`src/scheduled_pwm_fade_controller_defines.svh`:
```
// Assertion macros used by the back end of the scheduled PWM fade controller RTL.
`ifndef SCHEDULED_PWM_FADE_CONTROLLER_DEFINES_SVH
`define SCHEDULED_PWM_FADE_CONTROLLER_DEFINES_SVH

// Same-cycle implication.
`define SPFC_ASSERT_HOLDS(lbl, clk, rst, ante, cons, msg) \
   lbl: assert property (@(posedge clk) disable iff (rst) (ante) |-> (cons)) \
      else $error(msg);

// Next-cycle implication.
`define SPFC_ASSERT_NEXT(lbl, clk, rst, ante, cons, msg) \
   lbl: assert property (@(posedge clk) disable iff (rst) (ante) |=> (cons)) \
      else $error(msg);

`endif

```
`src/spfc_pkg.sv`:
```
// Types, constants and helpers of the scheduled PWM fade controller.
package spfc_pkg;

   localparam int MAX_EVENTS    = 4;
   localparam int EV_IDX_BITS   = 2;
   localparam int LEVEL_BITS    = 12;
   localparam int WORD_BITS     = 46;
   localparam int SEC_BITS      = 17;
   localparam int SPAN_BITS     = 27;
   localparam int DIFF_BITS     = 13;
   localparam int DIV_NUM_BITS  = 39;
   localparam int DIV_DEN_BITS  = 27;
   localparam int DIV_CNT_BITS  = 6;
   localparam int QUEUE_DEPTH   = 2;
   localparam int DAY_SECONDS   = 86400;
   localparam int MS_PER_SECOND = 1000;

   localparam logic [LEVEL_BITS-1:0] LEVEL_FULL = '1;

   localparam logic [2:0] CMD_TICK    = 3'd0;
   localparam logic [2:0] CMD_ON      = 3'd1;
   localparam logic [2:0] CMD_OFF     = 3'd2;
   localparam logic [2:0] CMD_TOGGLE  = 3'd3;
   localparam logic [2:0] CMD_SET     = 3'd4;
   localparam logic [2:0] CMD_SUSPEND = 3'd5;

   localparam logic [2:0] CSR_EVENT_COUNT = 3'd0;
   localparam logic [2:0] CSR_DAY_MASK    = 3'd1;
   localparam logic [2:0] CSR_FOLLOW      = 3'd2;
   localparam logic [2:0] CSR_EVENT_0     = 3'd3;
   localparam logic [2:0] CSR_EVENT_1     = 3'd4;
   localparam logic [2:0] CSR_EVENT_2     = 3'd5;
   localparam logic [2:0] CSR_EVENT_3     = 3'd6;

   typedef struct packed {
      logic [2:0]            command;
      logic [2:0]            weekday;
      logic [SEC_BITS-1:0]   time_of_day;
      logic [31:0]           now_ms;
      logic                  dependent_on;
      logic [LEVEL_BITS-1:0] value;
   } req_type;

   typedef struct packed {
      logic [LEVEL_BITS-1:0] level;
      logic                  device_on;
      logic                  last;
   } rsp_type;

   typedef enum logic [2:0] {
      CLS_TICK, CLS_ON, CLS_OFF, CLS_TOGGLE, CLS_SET, CLS_SUSPEND, CLS_DROP
   } cls_type;

   typedef struct packed {
      cls_type cls;
      req_type item;
   } q_entry_type;

   typedef struct packed {
      logic busy;
      logic done;
   } div_stat_type;

   typedef enum logic [3:0] {
      ST_IDLE, ST_DISPATCH, ST_FOLLOW, ST_EV_START, ST_EV_DIV_A, ST_EV_WIN,
      ST_EV_MUL, ST_EV_DIV_B, ST_EV_STEP, ST_EV_END, ST_FINISH
   } state_type;

   function automatic logic [SEC_BITS-1:0] ev_start(input logic [WORD_BITS-1:0] w);
      ev_start = w[16:0];
   endfunction

   function automatic logic [SEC_BITS-1:0] ev_duration(input logic [WORD_BITS-1:0] w);
      ev_duration = w[33:17];
   endfunction

   function automatic logic [LEVEL_BITS-1:0] ev_target(input logic [WORD_BITS-1:0] w);
      ev_target = w[45:34];
   endfunction

endpackage

```
`src/spfc_front.sv`:
```
// Front end: accepts items, classifies the command and queues them.
module spfc_front import spfc_pkg::*; (
   input  logic        clock,
   input  logic        reset,
   input  logic        req_valid,
   output logic        req_stall,
   input  req_type     req_payload,
   output logic        q_valid,
   output q_entry_type q_entry,
   input  logic        q_pop
);

   q_entry_type mem_ff [QUEUE_DEPTH];
   logic        wr_ptr_ff, wr_ptr_in;
   logic        rd_ptr_ff, rd_ptr_in;
   logic [1:0]  count_ff, count_in;
   cls_type     cls;
   logic        push, pop;

   always_comb begin
      unique case (req_payload.command)
         CMD_TICK:    cls = CLS_TICK;
         CMD_ON:      cls = CLS_ON;
         CMD_OFF:     cls = CLS_OFF;
         CMD_TOGGLE:  cls = CLS_TOGGLE;
         CMD_SET:     cls = CLS_SET;
         CMD_SUSPEND: cls = CLS_SUSPEND;
         default:     cls = CLS_DROP;
      endcase
   end

   assign req_stall = (count_ff == 2'(QUEUE_DEPTH));
   // Drop unknown commands here: they cause nothing downstream.
   assign push      = req_valid && !req_stall && (cls != CLS_DROP);
   assign q_valid   = (count_ff != 2'd0);
   assign q_entry   = mem_ff[rd_ptr_ff];
   assign pop       = q_pop && q_valid;

   always_comb begin
      wr_ptr_in = push ? !wr_ptr_ff : wr_ptr_ff;
      rd_ptr_in = pop ? !rd_ptr_ff : rd_ptr_ff;
      count_in  = count_ff + 2'(push) - 2'(pop);
   end

   always_ff @(posedge clock) begin
      if (reset) begin
         wr_ptr_ff <= 1'b0;
         rd_ptr_ff <= 1'b0;
         count_ff  <= 2'd0;
      end else begin
         wr_ptr_ff <= wr_ptr_in;
         rd_ptr_ff <= rd_ptr_in;
         count_ff  <= count_in;
      end
   end

   always_ff @(posedge clock) begin
      if (push) begin
         mem_ff[wr_ptr_ff] <= '{cls: cls, item: req_payload};
      end
   end

endmodule

```
`src/spfc_divider.sv`:
```
// Restoring divider, one quotient bit per cycle.
module spfc_divider import spfc_pkg::*; (
   input  logic                    clock,
   input  logic                    reset,
   input  logic                    start,
   input  logic [DIV_NUM_BITS-1:0] num,
   input  logic [DIV_DEN_BITS-1:0] den,
   output div_stat_type            stat,
   output logic [DIV_NUM_BITS-1:0] quo,
   output logic [DIV_DEN_BITS-1:0] rem
);

   logic [DIV_NUM_BITS-1:0] quo_ff, quo_in;
   logic [DIV_DEN_BITS-1:0] rem_ff, rem_in;
   logic [DIV_DEN_BITS-1:0] den_ff, den_in;
   logic [DIV_CNT_BITS-1:0] cnt_ff, cnt_in;
   logic                    busy_ff, busy_in;
   logic                    done_ff, done_in;
   logic [DIV_DEN_BITS:0]   trial;

   always_comb begin
      quo_in  = quo_ff;
      rem_in  = rem_ff;
      den_in  = den_ff;
      cnt_in  = cnt_ff;
      busy_in = busy_ff;
      done_in = 1'b0;
      trial   = {rem_ff, quo_ff[DIV_NUM_BITS-1]};
      if (start) begin
         quo_in  = num;
         rem_in  = '0;
         den_in  = den;
         cnt_in  = DIV_CNT_BITS'(DIV_NUM_BITS);
         busy_in = 1'b1;
      end else if (busy_ff) begin
         if (trial >= {1'b0, den_ff}) begin
            rem_in = DIV_DEN_BITS'(trial - {1'b0, den_ff});
            quo_in = {quo_ff[DIV_NUM_BITS-2:0], 1'b1};
         end else begin
            rem_in = trial[DIV_DEN_BITS-1:0];
            quo_in = {quo_ff[DIV_NUM_BITS-2:0], 1'b0};
         end
         cnt_in = cnt_ff - 1'b1;
         if (cnt_ff == DIV_CNT_BITS'(1)) begin
            busy_in = 1'b0;
            done_in = 1'b1;
         end
      end
   end

   always_ff @(posedge clock) begin
      if (reset) begin
         busy_ff <= 1'b0;
         done_ff <= 1'b0;
         cnt_ff  <= '0;
      end else begin
         busy_ff <= busy_in;
         done_ff <= done_in;
         cnt_ff  <= cnt_in;
      end
   end

   always_ff @(posedge clock) begin
      quo_ff <= quo_in;
      rem_ff <= rem_in;
      den_ff <= den_in;
   end

   assign stat = '{busy: busy_ff, done: done_ff};
   assign quo  = quo_ff;
   assign rem  = rem_ff;

endmodule

```
`src/spfc_back.sv`:
```
// Back end: configuration, fade state, event sequencer and result output.
`include "scheduled_pwm_fade_controller_defines.svh"
module spfc_back import spfc_pkg::*; (
   input  logic                 clock,
   input  logic                 reset,
   input  logic                 q_valid,
   input  q_entry_type          q_entry,
   output logic                 q_pop,
   input  logic                 csr_write,
   input  logic [2:0]           csr_index,
   input  logic [WORD_BITS-1:0] csr_data,
   output logic                 rsp_valid,
   input  logic                 rsp_stall,
   output rsp_type              rsp_payload
);

   // configuration
   logic [2:0]           event_count_ff;
   logic [6:0]           day_mask_ff;
   logic                 follow_ff;
   logic [WORD_BITS-1:0] ev_word_ff [MAX_EVENTS];

   state_type               state_ff, state_in;
   q_entry_type             cur_ff, cur_in;
   logic [EV_IDX_BITS-1:0]  ev_idx_ff, ev_idx_in;
   logic                    fade_active_ff, fade_active_in;
   logic [LEVEL_BITS-1:0]   settled_ff, settled_in;
   logic [LEVEL_BITS-1:0]   current_ff, current_in;
   logic [31:0]             origin_ff, origin_in;
   logic [31:0]             next_step_ff, next_step_in;
   logic [SPAN_BITS-1:0]    span_ff, span_in;
   logic signed [DIFF_BITS-1:0] diff_ff, diff_in;
   logic [SPAN_BITS-1:0]    interval_ff, interval_in;
   logic                    on_flag_ff, on_flag_in;
   logic                    suspended_ff, suspended_in;
   logic [DIV_NUM_BITS-1:0] prod_ff, prod_in;
   logic                    pend_valid_ff, pend_valid_in;
   logic [LEVEL_BITS-1:0]   pend_level_ff, pend_level_in;
   logic                    pend_on_ff, pend_on_in;
   logic                    rsp_valid_ff, rsp_valid_in;
   rsp_type                 rsp_ff, rsp_in;

   logic                    div_start;
   logic [DIV_NUM_BITS-1:0] div_num;
   logic [DIV_DEN_BITS-1:0] div_den;
   div_stat_type            div_stat;
   logic [DIV_NUM_BITS-1:0] div_quo;
   logic [DIV_DEN_BITS-1:0] div_rem;

   logic [WORD_BITS-1:0]    ev_word;
   logic [SEC_BITS:0]       start18, t18, end_sum, ev_end, ev_len;
   logic [LEVEL_BITS-1:0]   ev_tgt;
   logic [SPAN_BITS-1:0]    span_calc;
   logic signed [DIFF_BITS-1:0] diff_calc;
   logic [LEVEL_BITS-1:0]   mag_calc, mag_ff;
   logic [31:0]             elapsed, since_step;
   logic [2:0]              ev_cnt;
   logic                    ev_last, is_day, win, due;
   logic                    out_free, can_emit, emit_req;
   logic [LEVEL_BITS-1:0]   emit_level;
   logic [LEVEL_BITS-1:0]   q_lvl;
   logic [LEVEL_BITS:0]     up_sum;
   logic [LEVEL_BITS+1:0]   dn_sum;

   spfc_divider u_div (
      .clock (clock),
      .reset (reset),
      .start (div_start),
      .num   (div_num),
      .den   (div_den),
      .stat  (div_stat),
      .quo   (div_quo),
      .rem   (div_rem)
   );

   // Configuration registers.
   always_ff @(posedge clock) begin
      if (reset) begin
         event_count_ff <= '0;
         day_mask_ff    <= '0;
         follow_ff      <= 1'b0;
         for (int i = 0; i < MAX_EVENTS; i++) begin
            ev_word_ff[i] <= '0;
         end
      end else if (csr_write) begin
         unique case (csr_index)
            CSR_EVENT_COUNT: event_count_ff <= csr_data[2:0];
            CSR_DAY_MASK:    day_mask_ff    <= csr_data[6:0];
            CSR_FOLLOW:      follow_ff      <= csr_data[0];
            CSR_EVENT_0:     ev_word_ff[0]  <= csr_data;
            CSR_EVENT_1:     ev_word_ff[1]  <= csr_data;
            CSR_EVENT_2:     ev_word_ff[2]  <= csr_data;
            CSR_EVENT_3:     ev_word_ff[3]  <= csr_data;
            default: ;
         endcase
      end
   end

   // Event decode for the event under work.
   always_comb begin
      ev_word   = ev_word_ff[ev_idx_ff];
      start18   = {1'b0, ev_start(ev_word)};
      ev_tgt    = ev_target(ev_word);
      end_sum   = start18 + {1'b0, ev_duration(ev_word)};
      ev_end    = (end_sum > (SEC_BITS+1)'(DAY_SECONDS)) ?
                  end_sum - (SEC_BITS+1)'(DAY_SECONDS) : end_sum;
      ev_len    = ev_end - start18;
      span_calc = (ev_end > start18) ?
                  SPAN_BITS'(28'(ev_len) * 28'(MS_PER_SECOND)) : '0;
      diff_calc = $signed({1'b0, ev_tgt}) - $signed({1'b0, settled_ff});
      mag_calc  = diff_calc[DIFF_BITS-1] ? LEVEL_BITS'(-diff_calc) : diff_calc[LEVEL_BITS-1:0];
      mag_ff    = diff_ff[DIFF_BITS-1] ? LEVEL_BITS'(-diff_ff) : diff_ff[LEVEL_BITS-1:0];
      t18       = {1'b0, cur_ff.item.time_of_day};
      elapsed   = cur_ff.item.now_ms - origin_ff;
      since_step = cur_ff.item.now_ms - next_step_ff;
      ev_cnt    = (event_count_ff > 3'(MAX_EVENTS)) ? 3'(MAX_EVENTS) : event_count_ff;
      ev_last   = ((3'(ev_idx_ff) + 3'd1) == ev_cnt);
      is_day    = (cur_ff.item.weekday < 3'd7) && day_mask_ff[cur_ff.item.weekday];
      win       = (t18 >= start18) && (t18 < ev_end) && fade_active_ff;
      due       = (since_step >= 32'(interval_ff));
      // fade level from the finished quotient (never above the magnitude)
      q_lvl     = div_quo[LEVEL_BITS-1:0];
      up_sum    = {1'b0, settled_ff} + {1'b0, q_lvl};
      dn_sum    = {2'b0, settled_ff} - {2'b0, q_lvl} - (LEVEL_BITS+2)'(div_rem != '0);
   end

   assign out_free = !rsp_valid_ff || !rsp_stall;
   assign can_emit = !pend_valid_ff || out_free;

   always_comb begin
      state_in       = state_ff;
      cur_in         = cur_ff;
      ev_idx_in      = ev_idx_ff;
      fade_active_in = fade_active_ff;
      settled_in     = settled_ff;
      current_in     = current_ff;
      origin_in      = origin_ff;
      next_step_in   = next_step_ff;
      span_in        = span_ff;
      diff_in        = diff_ff;
      interval_in    = interval_ff;
      on_flag_in     = on_flag_ff;
      suspended_in   = suspended_ff;
      prod_in        = prod_ff;
      pend_valid_in  = pend_valid_ff;
      pend_level_in  = pend_level_ff;
      pend_on_in     = pend_on_ff;
      rsp_valid_in   = rsp_valid_ff && rsp_stall;
      rsp_in         = rsp_ff;
      q_pop          = 1'b0;
      div_start      = 1'b0;
      div_num        = {{(DIV_NUM_BITS-SPAN_BITS){1'b0}}, span_in};
      div_den        = {{(DIV_DEN_BITS-LEVEL_BITS){1'b0}}, mag_calc};
      emit_req       = 1'b0;
      emit_level     = current_ff;

      unique case (state_ff)
         ST_IDLE: begin
            if (q_valid) begin
               q_pop    = 1'b1;
               cur_in   = q_entry;
               state_in = ST_DISPATCH;
            end
         end
         ST_DISPATCH: begin
            if (can_emit) begin
               state_in = ST_FINISH;
               unique case (cur_ff.cls)
                  CLS_ON: begin
                     on_flag_in = 1'b1;
                     emit_req   = 1'b1;
                     emit_level = LEVEL_FULL;
                  end
                  CLS_OFF: begin
                     on_flag_in = 1'b0;
                     emit_req   = 1'b1;
                     emit_level = '0;
                  end
                  CLS_TOGGLE: begin
                     on_flag_in = !on_flag_ff;
                     emit_req   = 1'b1;
                     emit_level = on_flag_ff ? '0 : LEVEL_FULL;
                  end
                  CLS_SET: begin
                     emit_req   = 1'b1;
                     emit_level = cur_ff.item.value;
                  end
                  CLS_SUSPEND: begin
                     suspended_in = (cur_ff.item.value != '0);
                     emit_req     = 1'b1;
                     emit_level   = current_ff;
                  end
                  CLS_TICK: begin
                     if (!suspended_ff) begin
                        state_in = ST_FOLLOW;
                     end
                  end
                  default: ;
               endcase
            end
         end
         ST_FOLLOW: begin
            if (can_emit) begin
               if ((ev_cnt == 3'd0) && follow_ff) begin
                  on_flag_in = cur_ff.item.dependent_on;
                  emit_req   = 1'b1;
                  emit_level = cur_ff.item.dependent_on ? LEVEL_FULL : '0;
               end
               ev_idx_in = '0;
               state_in  = (is_day && !follow_ff && (ev_cnt != 3'd0)) ? ST_EV_START : ST_FINISH;
            end
         end
         ST_EV_START: begin
            if (can_emit) begin
               on_flag_in = (current_ff != '0);
               state_in   = ST_EV_WIN;
               if ((t18 == start18) && !fade_active_ff) begin
                  fade_active_in = 1'b1;
                  origin_in      = cur_ff.item.now_ms;
                  next_step_in   = cur_ff.item.now_ms;
                  if (start18 == ev_end) begin
                     // zero-length window: write the target and end the fade
                     emit_req       = 1'b1;
                     emit_level     = ev_tgt;
                     fade_active_in = 1'b0;
                  end
                  span_in = span_calc;
                  diff_in = diff_calc;
                  if (mag_calc == '0) begin
                     interval_in = span_calc;
                  end else begin
                     // step interval: new span over the level magnitude
                     div_start = 1'b1;
                     div_num   = {{(DIV_NUM_BITS-SPAN_BITS){1'b0}}, span_calc};
                     state_in  = ST_EV_DIV_A;
                  end
               end
            end
         end
         ST_EV_DIV_A: begin
            if (div_stat.done) begin
               interval_in = div_quo[SPAN_BITS-1:0];
               state_in    = ST_EV_WIN;
            end
         end
         ST_EV_WIN: begin
            if (win && due) begin
               if ((span_ff != '0) && (elapsed <= 32'(span_ff))) begin
                  prod_in  = DIV_NUM_BITS'(mag_ff) * DIV_NUM_BITS'(elapsed[SPAN_BITS-1:0]);
                  state_in = ST_EV_MUL;
               end else begin
                  state_in = ST_EV_STEP;
               end
            end else if (!win && (t18 == ev_end) && fade_active_ff) begin
               state_in = ST_EV_END;
            end else begin
               ev_idx_in = ev_idx_ff + 1'b1;
               state_in  = ev_last ? ST_FINISH : ST_EV_START;
            end
         end
         ST_EV_MUL: begin
            div_start = 1'b1;
            div_num   = prod_ff;
            div_den   = span_ff;
            state_in  = ST_EV_DIV_B;
         end
         ST_EV_DIV_B: begin
            if (div_stat.done) begin
               if (diff_ff[DIFF_BITS-1]) begin
                  current_in = dn_sum[LEVEL_BITS+1] ? '0 : dn_sum[LEVEL_BITS-1:0];
               end else begin
                  current_in = up_sum[LEVEL_BITS] ? LEVEL_FULL : up_sum[LEVEL_BITS-1:0];
               end
               state_in = ST_EV_STEP;
            end
         end
         ST_EV_STEP: begin
            if (can_emit) begin
               emit_req     = 1'b1;
               emit_level   = current_ff;
               next_step_in = next_step_ff + 32'(interval_ff);
               ev_idx_in    = ev_idx_ff + 1'b1;
               state_in     = ev_last ? ST_FINISH : ST_EV_START;
            end
         end
         ST_EV_END: begin
            if (can_emit) begin
               fade_active_in = 1'b0;
               settled_in     = ev_tgt;
               emit_req       = 1'b1;
               emit_level     = ev_tgt;
               ev_idx_in      = ev_idx_ff + 1'b1;
               state_in       = ev_last ? ST_FINISH : ST_EV_START;
            end
         end
         ST_FINISH: begin
            // release the held result as the final one of this transaction
            if (!pend_valid_ff) begin
               state_in = ST_IDLE;
            end else if (out_free) begin
               rsp_valid_in  = 1'b1;
               rsp_in        = '{level: pend_level_ff, device_on: pend_on_ff, last: 1'b1};
               pend_valid_in = 1'b0;
               state_in      = ST_IDLE;
            end
         end
         default: state_in = ST_IDLE;
      endcase

      // Hold each new result back one step so that the last one can be marked.
      if (emit_req) begin
         if (pend_valid_ff) begin
            rsp_valid_in = 1'b1;
            rsp_in       = '{level: pend_level_ff, device_on: pend_on_ff, last: 1'b0};
         end
         pend_valid_in = 1'b1;
         pend_level_in = emit_level;
         pend_on_in    = on_flag_in;
      end
   end

   always_ff @(posedge clock) begin
      if (reset) begin
         state_ff       <= ST_IDLE;
         ev_idx_ff      <= '0;
         fade_active_ff <= 1'b0;
         settled_ff     <= '0;
         current_ff     <= '0;
         origin_ff      <= '0;
         next_step_ff   <= '0;
         span_ff        <= '0;
         diff_ff        <= '0;
         interval_ff    <= '0;
         on_flag_ff     <= 1'b0;
         suspended_ff   <= 1'b0;
         pend_valid_ff  <= 1'b0;
         rsp_valid_ff   <= 1'b0;
      end else begin
         state_ff       <= state_in;
         ev_idx_ff      <= ev_idx_in;
         fade_active_ff <= fade_active_in;
         settled_ff     <= settled_in;
         current_ff     <= current_in;
         origin_ff      <= origin_in;
         next_step_ff   <= next_step_in;
         span_ff        <= span_in;
         diff_ff        <= diff_in;
         interval_ff    <= interval_in;
         on_flag_ff     <= on_flag_in;
         suspended_ff   <= suspended_in;
         pend_valid_ff  <= pend_valid_in;
         rsp_valid_ff   <= rsp_valid_in;
      end
   end

   always_ff @(posedge clock) begin
      cur_ff        <= cur_in;
      prod_ff       <= prod_in;
      pend_level_ff <= pend_level_in;
      pend_on_ff    <= pend_on_in;
      rsp_ff        <= rsp_in;
   end

   assign rsp_valid   = rsp_valid_ff;
   assign rsp_payload = rsp_ff;

   `SPFC_ASSERT_HOLDS(a_idle_no_pending, clock, reset, state_ff == ST_IDLE, !pend_valid_ff, "result held over into idle")
   `SPFC_ASSERT_HOLDS(a_div_start_free, clock, reset, div_start, !div_stat.busy, "divider restarted while busy")
   `SPFC_ASSERT_NEXT(a_div_runs, clock, reset, div_start, div_stat.busy, "divider did not start")
   `SPFC_ASSERT_HOLDS(a_event_index, clock, reset, state_ff == ST_EV_START, 3'(ev_idx_ff) < ev_cnt, "event index beyond count")

endmodule

```
`src/scheduled_pwm_fade_controller.sv`:
```
// Top level of the scheduled PWM fade controller.
//
// Each input transaction is a tick (weekday, second of day, millisecond count)
// or a command (on, off, toggle, set level, set suspend); each output
// transaction is one write to the PWM channel, with last set on the final
// write caused by an input transaction. The front end classifies commands,
// drops unknown ones and queues up to two transactions; the back end works
// them one at a time, so the queue can still take input while a result waits
// on rsp_stall. The work of a tick on each enabled event is set mostly by the
// single shared restoring divider, which is used at most once when a fade
// starts (step interval) and at most once per fade step (level); a tick
// also takes longer while rsp_stall holds a result. Configuration is written
// through csr_write/csr_index/csr_data; the user must write it only while
// the block is idle, which the block itself does not enforce.
module scheduled_pwm_fade_controller import spfc_pkg::*; (
   input  logic                 clock,
   input  logic                 reset,
   input  logic                 req_valid,
   output logic                 req_stall,
   input  req_type              req_payload,
   output logic                 rsp_valid,
   input  logic                 rsp_stall,
   output rsp_type              rsp_payload,
   input  logic                 csr_write,
   input  logic [2:0]           csr_index,
   input  logic [WORD_BITS-1:0] csr_data
);

   logic        q_valid;
   q_entry_type q_entry;
   logic        q_pop;

   // Accept, classify and queue transactions.
   spfc_front u_front (
      .clock       (clock),
      .reset       (reset),
      .req_valid   (req_valid),
      .req_stall   (req_stall),
      .req_payload (req_payload),
      .q_valid     (q_valid),
      .q_entry     (q_entry),
      .q_pop       (q_pop)
   );

   // Run schedule and fades, drive the channel writes.
   spfc_back u_back (
      .clock       (clock),
      .reset       (reset),
      .q_valid     (q_valid),
      .q_entry     (q_entry),
      .q_pop       (q_pop),
      .csr_write   (csr_write),
      .csr_index   (csr_index),
      .csr_data    (csr_data),
      .rsp_valid   (rsp_valid),
      .rsp_stall   (rsp_stall),
      .rsp_payload (rsp_payload)
   );

endmodule

```
`config.mk`:
```
export PLATFORM = sky130hd
export DESIGN_NAME = scheduled_pwm_fade_controller
export DESIGN_NICKNAME = d
export VERILOG_FILES = /design/src/spfc_pkg.sv /design/src/spfc_front.sv /design/src/spfc_divider.sv /design/src/spfc_back.sv /design/src/scheduled_pwm_fade_controller.sv
export VERILOG_INCLUDE_DIRS = /design/src /design/src/src
export SDC_FILE = /design/constraint.sdc
export NUM_CORES = 2
export LEC_CHECK = 0
export BUFFER_PORTS_ARGS = -buffer_cell sky130_fd_sc_hd__buf_2
export CAP_MARGIN = 20
export CORE_MARGIN = 2
export CORE_UTILIZATION = 57
export CTS_CLUSTER_DIAMETER = 200
export DETAILED_ROUTE_END_ITERATION = 16
export GPL_TIMING_DRIVEN = 0
export PLACE_DENSITY = 0.83
export SYNTH_ARGS = -nofsm -noshare
export SYNTH_HDL_FRONTEND = slang
export SYNTH_HIERARCHICAL = 1
export SYNTH_SLANG_ARGS = --single-unit
```
`constraint.sdc`:
```
create_clock -name clock -period 11.4 [get_ports clock]
set_input_delay 2.28 -clock clock [delete_from_list [all_inputs] [get_ports clock]]
set_output_delay 2.28 -clock clock [all_outputs]
set_load 0.005 [all_outputs]
```
==> results.json <==
{
  "final_min_period_over_clock_period_pct": 95.7,
  "leftover_overflow_at_the_end_of_global_routing": 0,
  "clock_edge_transition_at_the_registers_on_the_reported_setup_and_hold_paths_ps": 60,
  "cts_root_buf": "sky130_fd_sc_hd__clkbuf_16",
  "initialDrtViolationCount": 5016,
  "coreArea_um2": 96700,
  "final_setup_violations": 0,
  "global_route_wire_length_before_repair_um": 253000,
  "report.final.hold_viol_count": 0,
  "worst-slew-pin-transition_ps": 1200,
  "starting_utilization_of_the_core_area_pct": 57.6,
  "syn_avg_cell_area_um2": 9.85,
  "routedWlPerCell_um": 22.8,
  "slew_viol_final": 0,
  "finish.net_count": 6743,
  "relative_max_transition_margin_pct": 19.1,
  "clockBufferDepth": 3,
  "area_growth_synth_to_finish_pct": 10.4,
  "gr-usage-met3_pct": 7.53,
  "slowest_delay_ps": 610,
  "period_minus_slack_ps": 10910,
  "setup.worst_path.start_class": "flip-flop",
  "finalWirelength_um": 165000,
  "number_of_h_tree_branching_levels": 3,
  "fp.dieW_um": 316,
  "worst-path-max-fanout": 10,
  "place_congestion": 1.01,
  "number_of_antenna_violations_at_the_first_check_in_global_routing": 1,
  "numPortBuffers": 137,
  "status": "complete, no violations",
  "synth-warning-count": 6,
  "ant_nets": 0,
  "crit_path_end_kind": "flip-flop",
  "pin_count_of_the_biggest_net_entering_global_routing": 40,
  "firstDrtPassIters": 8,
  "global_route.usage.met1_pct": 41.3,
  "crit_slowest_cell": "sky130_fd_sc_hd__mux4_2",
  "global_route.usage.total_pct": 33.0,
  "vias": 44733,
  "criticalPathCategory": "reg2reg",
  "pre_cts_slack_ps": -1850,
  "numCtsBuffers": 78,
  "drc": 0,
  "timing.critical_path.arrival_ps": 11350,
  "clkLatencyLatePin_ps": 690,
  "syn_nets": 6494,
  "row_count": 114,
  "cts_tree": "done",
  "worst-endpoint-required_ps": 11840,
  "via_per_inst": 6.18,
  "tritoncts_num_sinks": 736,
  "max_capacitance_violation_count": 0,
  "die_area_um2": 100000,
  "hold_path_class": "reg2reg",
  "clock_skew_after_layout_ps": 64.2,
  "grt_busiest_layer": "met2",
  "f_max_mhz": 91.7,
  "post_synthesis_instance_total": 5648,
  "cts_hold_buffers": 0,
  "die-height_um": 316,
  "mappedNetlistArea_um2": 55700,
  "via_count_of_the_first_global_routing_pass": 44274,
  "ioPinCount": 138,
  "timing.critical_path.mode_cell": "sky130_fd_sc_hd__ha_1",
  "fin_ws_ps": 490,
  "ratio_of_cells_with_drive_above_1_in_the_final_layout_pct": 10.0,
  "post-dp-hpwl_um": 129000,
  "globalRouteMet2Util_pct": 52.9
}
per-layer routing:
| layer | vias up | share of wire [%] |
|---|---|---|
| li1 | 20213 | - |
| met1 | 21757 | 38 |
| met2 | 2271 | 46 |
| met3 | 490 | 9.7 |
| met4 | 2 | 6.7 |
| met5 | - | 0.0067 |
cell usage in the layout, fill, tap and decap left out, types with 107 or more instances in the layout:
cell type                  instances
sky130_fd_sc_hd__a21oi_1         396
sky130_fd_sc_hd__edfxtp_1        520
sky130_fd_sc_hd__clkbuf_1        197
sky130_fd_sc_hd__a21o_1          107
sky130_fd_sc_hd__xnor2_1         164
sky130_fd_sc_hd__mux2_2          112
sky130_fd_sc_hd__o21ai_0         216
sky130_fd_sc_hd__nand2_1         591
sky130_fd_sc_hd__fa_1            317
sky130_fd_sc_hd__nor2_1          297
sky130_fd_sc_hd__dfxtp_1         214
sky130_fd_sc_hd__and2_1          230
sky130_fd_sc_hd__buf_2           151
sky130_fd_sc_hd__inv_1           626
sky130_fd_sc_hd__ha_1            407
stage by stage:
step | TNS [ps] | cells | util (%) | area, µm² | hold slack (ps)
2_1_floorplan | 0 | 5648 | - | 55700 | 432
3_3_place_gp | -37660 | 7061 | 59.9 | 57900 | 439
3_5_place_dp | -44750 | 7085 | 60.4 | 58500 | 443
4_1_cts | 0 | 7228 | 63.3 | 61200 | 452
5_1_grt | -91.5 | 7238 | 63.5 | 61400 | 466
6_report | 0 | 7241 | 63.5 | 61400 | 455
cell type report:
class                           instances  area (µm²)
Fill cell                            7590       35300
Multi-Input combinational cell       4045       32600
Sequential cell                       736       19900
Inverter                              628        2360
Clock buffer                          100        2140
Tap cell                             1276        1600
Timing Repair Buffer                  171        1200
Buffer                                237        1080
Clock inverter                         45         522
Antenna cell                            3        7.51
worst max-delay path: cells and delay by family (launching register included):
family                     cells  cell delay, ps
buffers and inverters          7            1280
AOI/OAI and AO/OA             14            2660
and+or+nand+nor                6            1640
xor gates and xnor gates       3             570
DFF                            1             390
muxes                          3            1290
adders and majority gates      7            2840
sequential cells by signal, indices dropped and copies added (netlist names), 3 cells and up, named ones only:
signal	count
u_back/ev_word_ff	184
u_front/mem_ff	136
u_back/cur_ff	68
u_back/prod_ff	39
u_back/u_div/quo	39
u_back/next_step_ff	32
u_back/origin_ff	32
u_back/interval_ff	27
u_back/u_div/den_ff	27
u_back/u_div/rem	27
u_back/span_ff	24
u_back/diff_ff	13
u_back/current_ff	12
u_back/pend_level_ff	12
u_back/settled_ff	12
u_back/day_mask_ff	7
u_back/u_div/cnt_ff	6
u_back/state_ff	4
u_back/event_count_ff	3
timing repair:
action                     CTS  global route
pin swaps                    0             3
setup buffers                0             5
setup endpoints to repair   39            23
gates resized for setup     31            23
path summary, 6_finish.rpt:
| path | startpoint | end | slack (ps) | cells after the start |
|---|---|---|---|---|
| min | u_back/origin_ff[12] | u_back/origin_ff[12] | 450 | 2 |
| max reg2reg | flip-flop | u_back/u_div/quo[26] | 490 | 40 |
| min reg2reg | u_back/origin_ff[12] | u_back/origin_ff[12] | 450 | 2 |
| max | flip-flop | u_back/u_div/quo[26] | 490 | 40 |
Power is not shown: default switching activity piles up to over one toggle a cycle in this logic, so the estimate is an artifact.
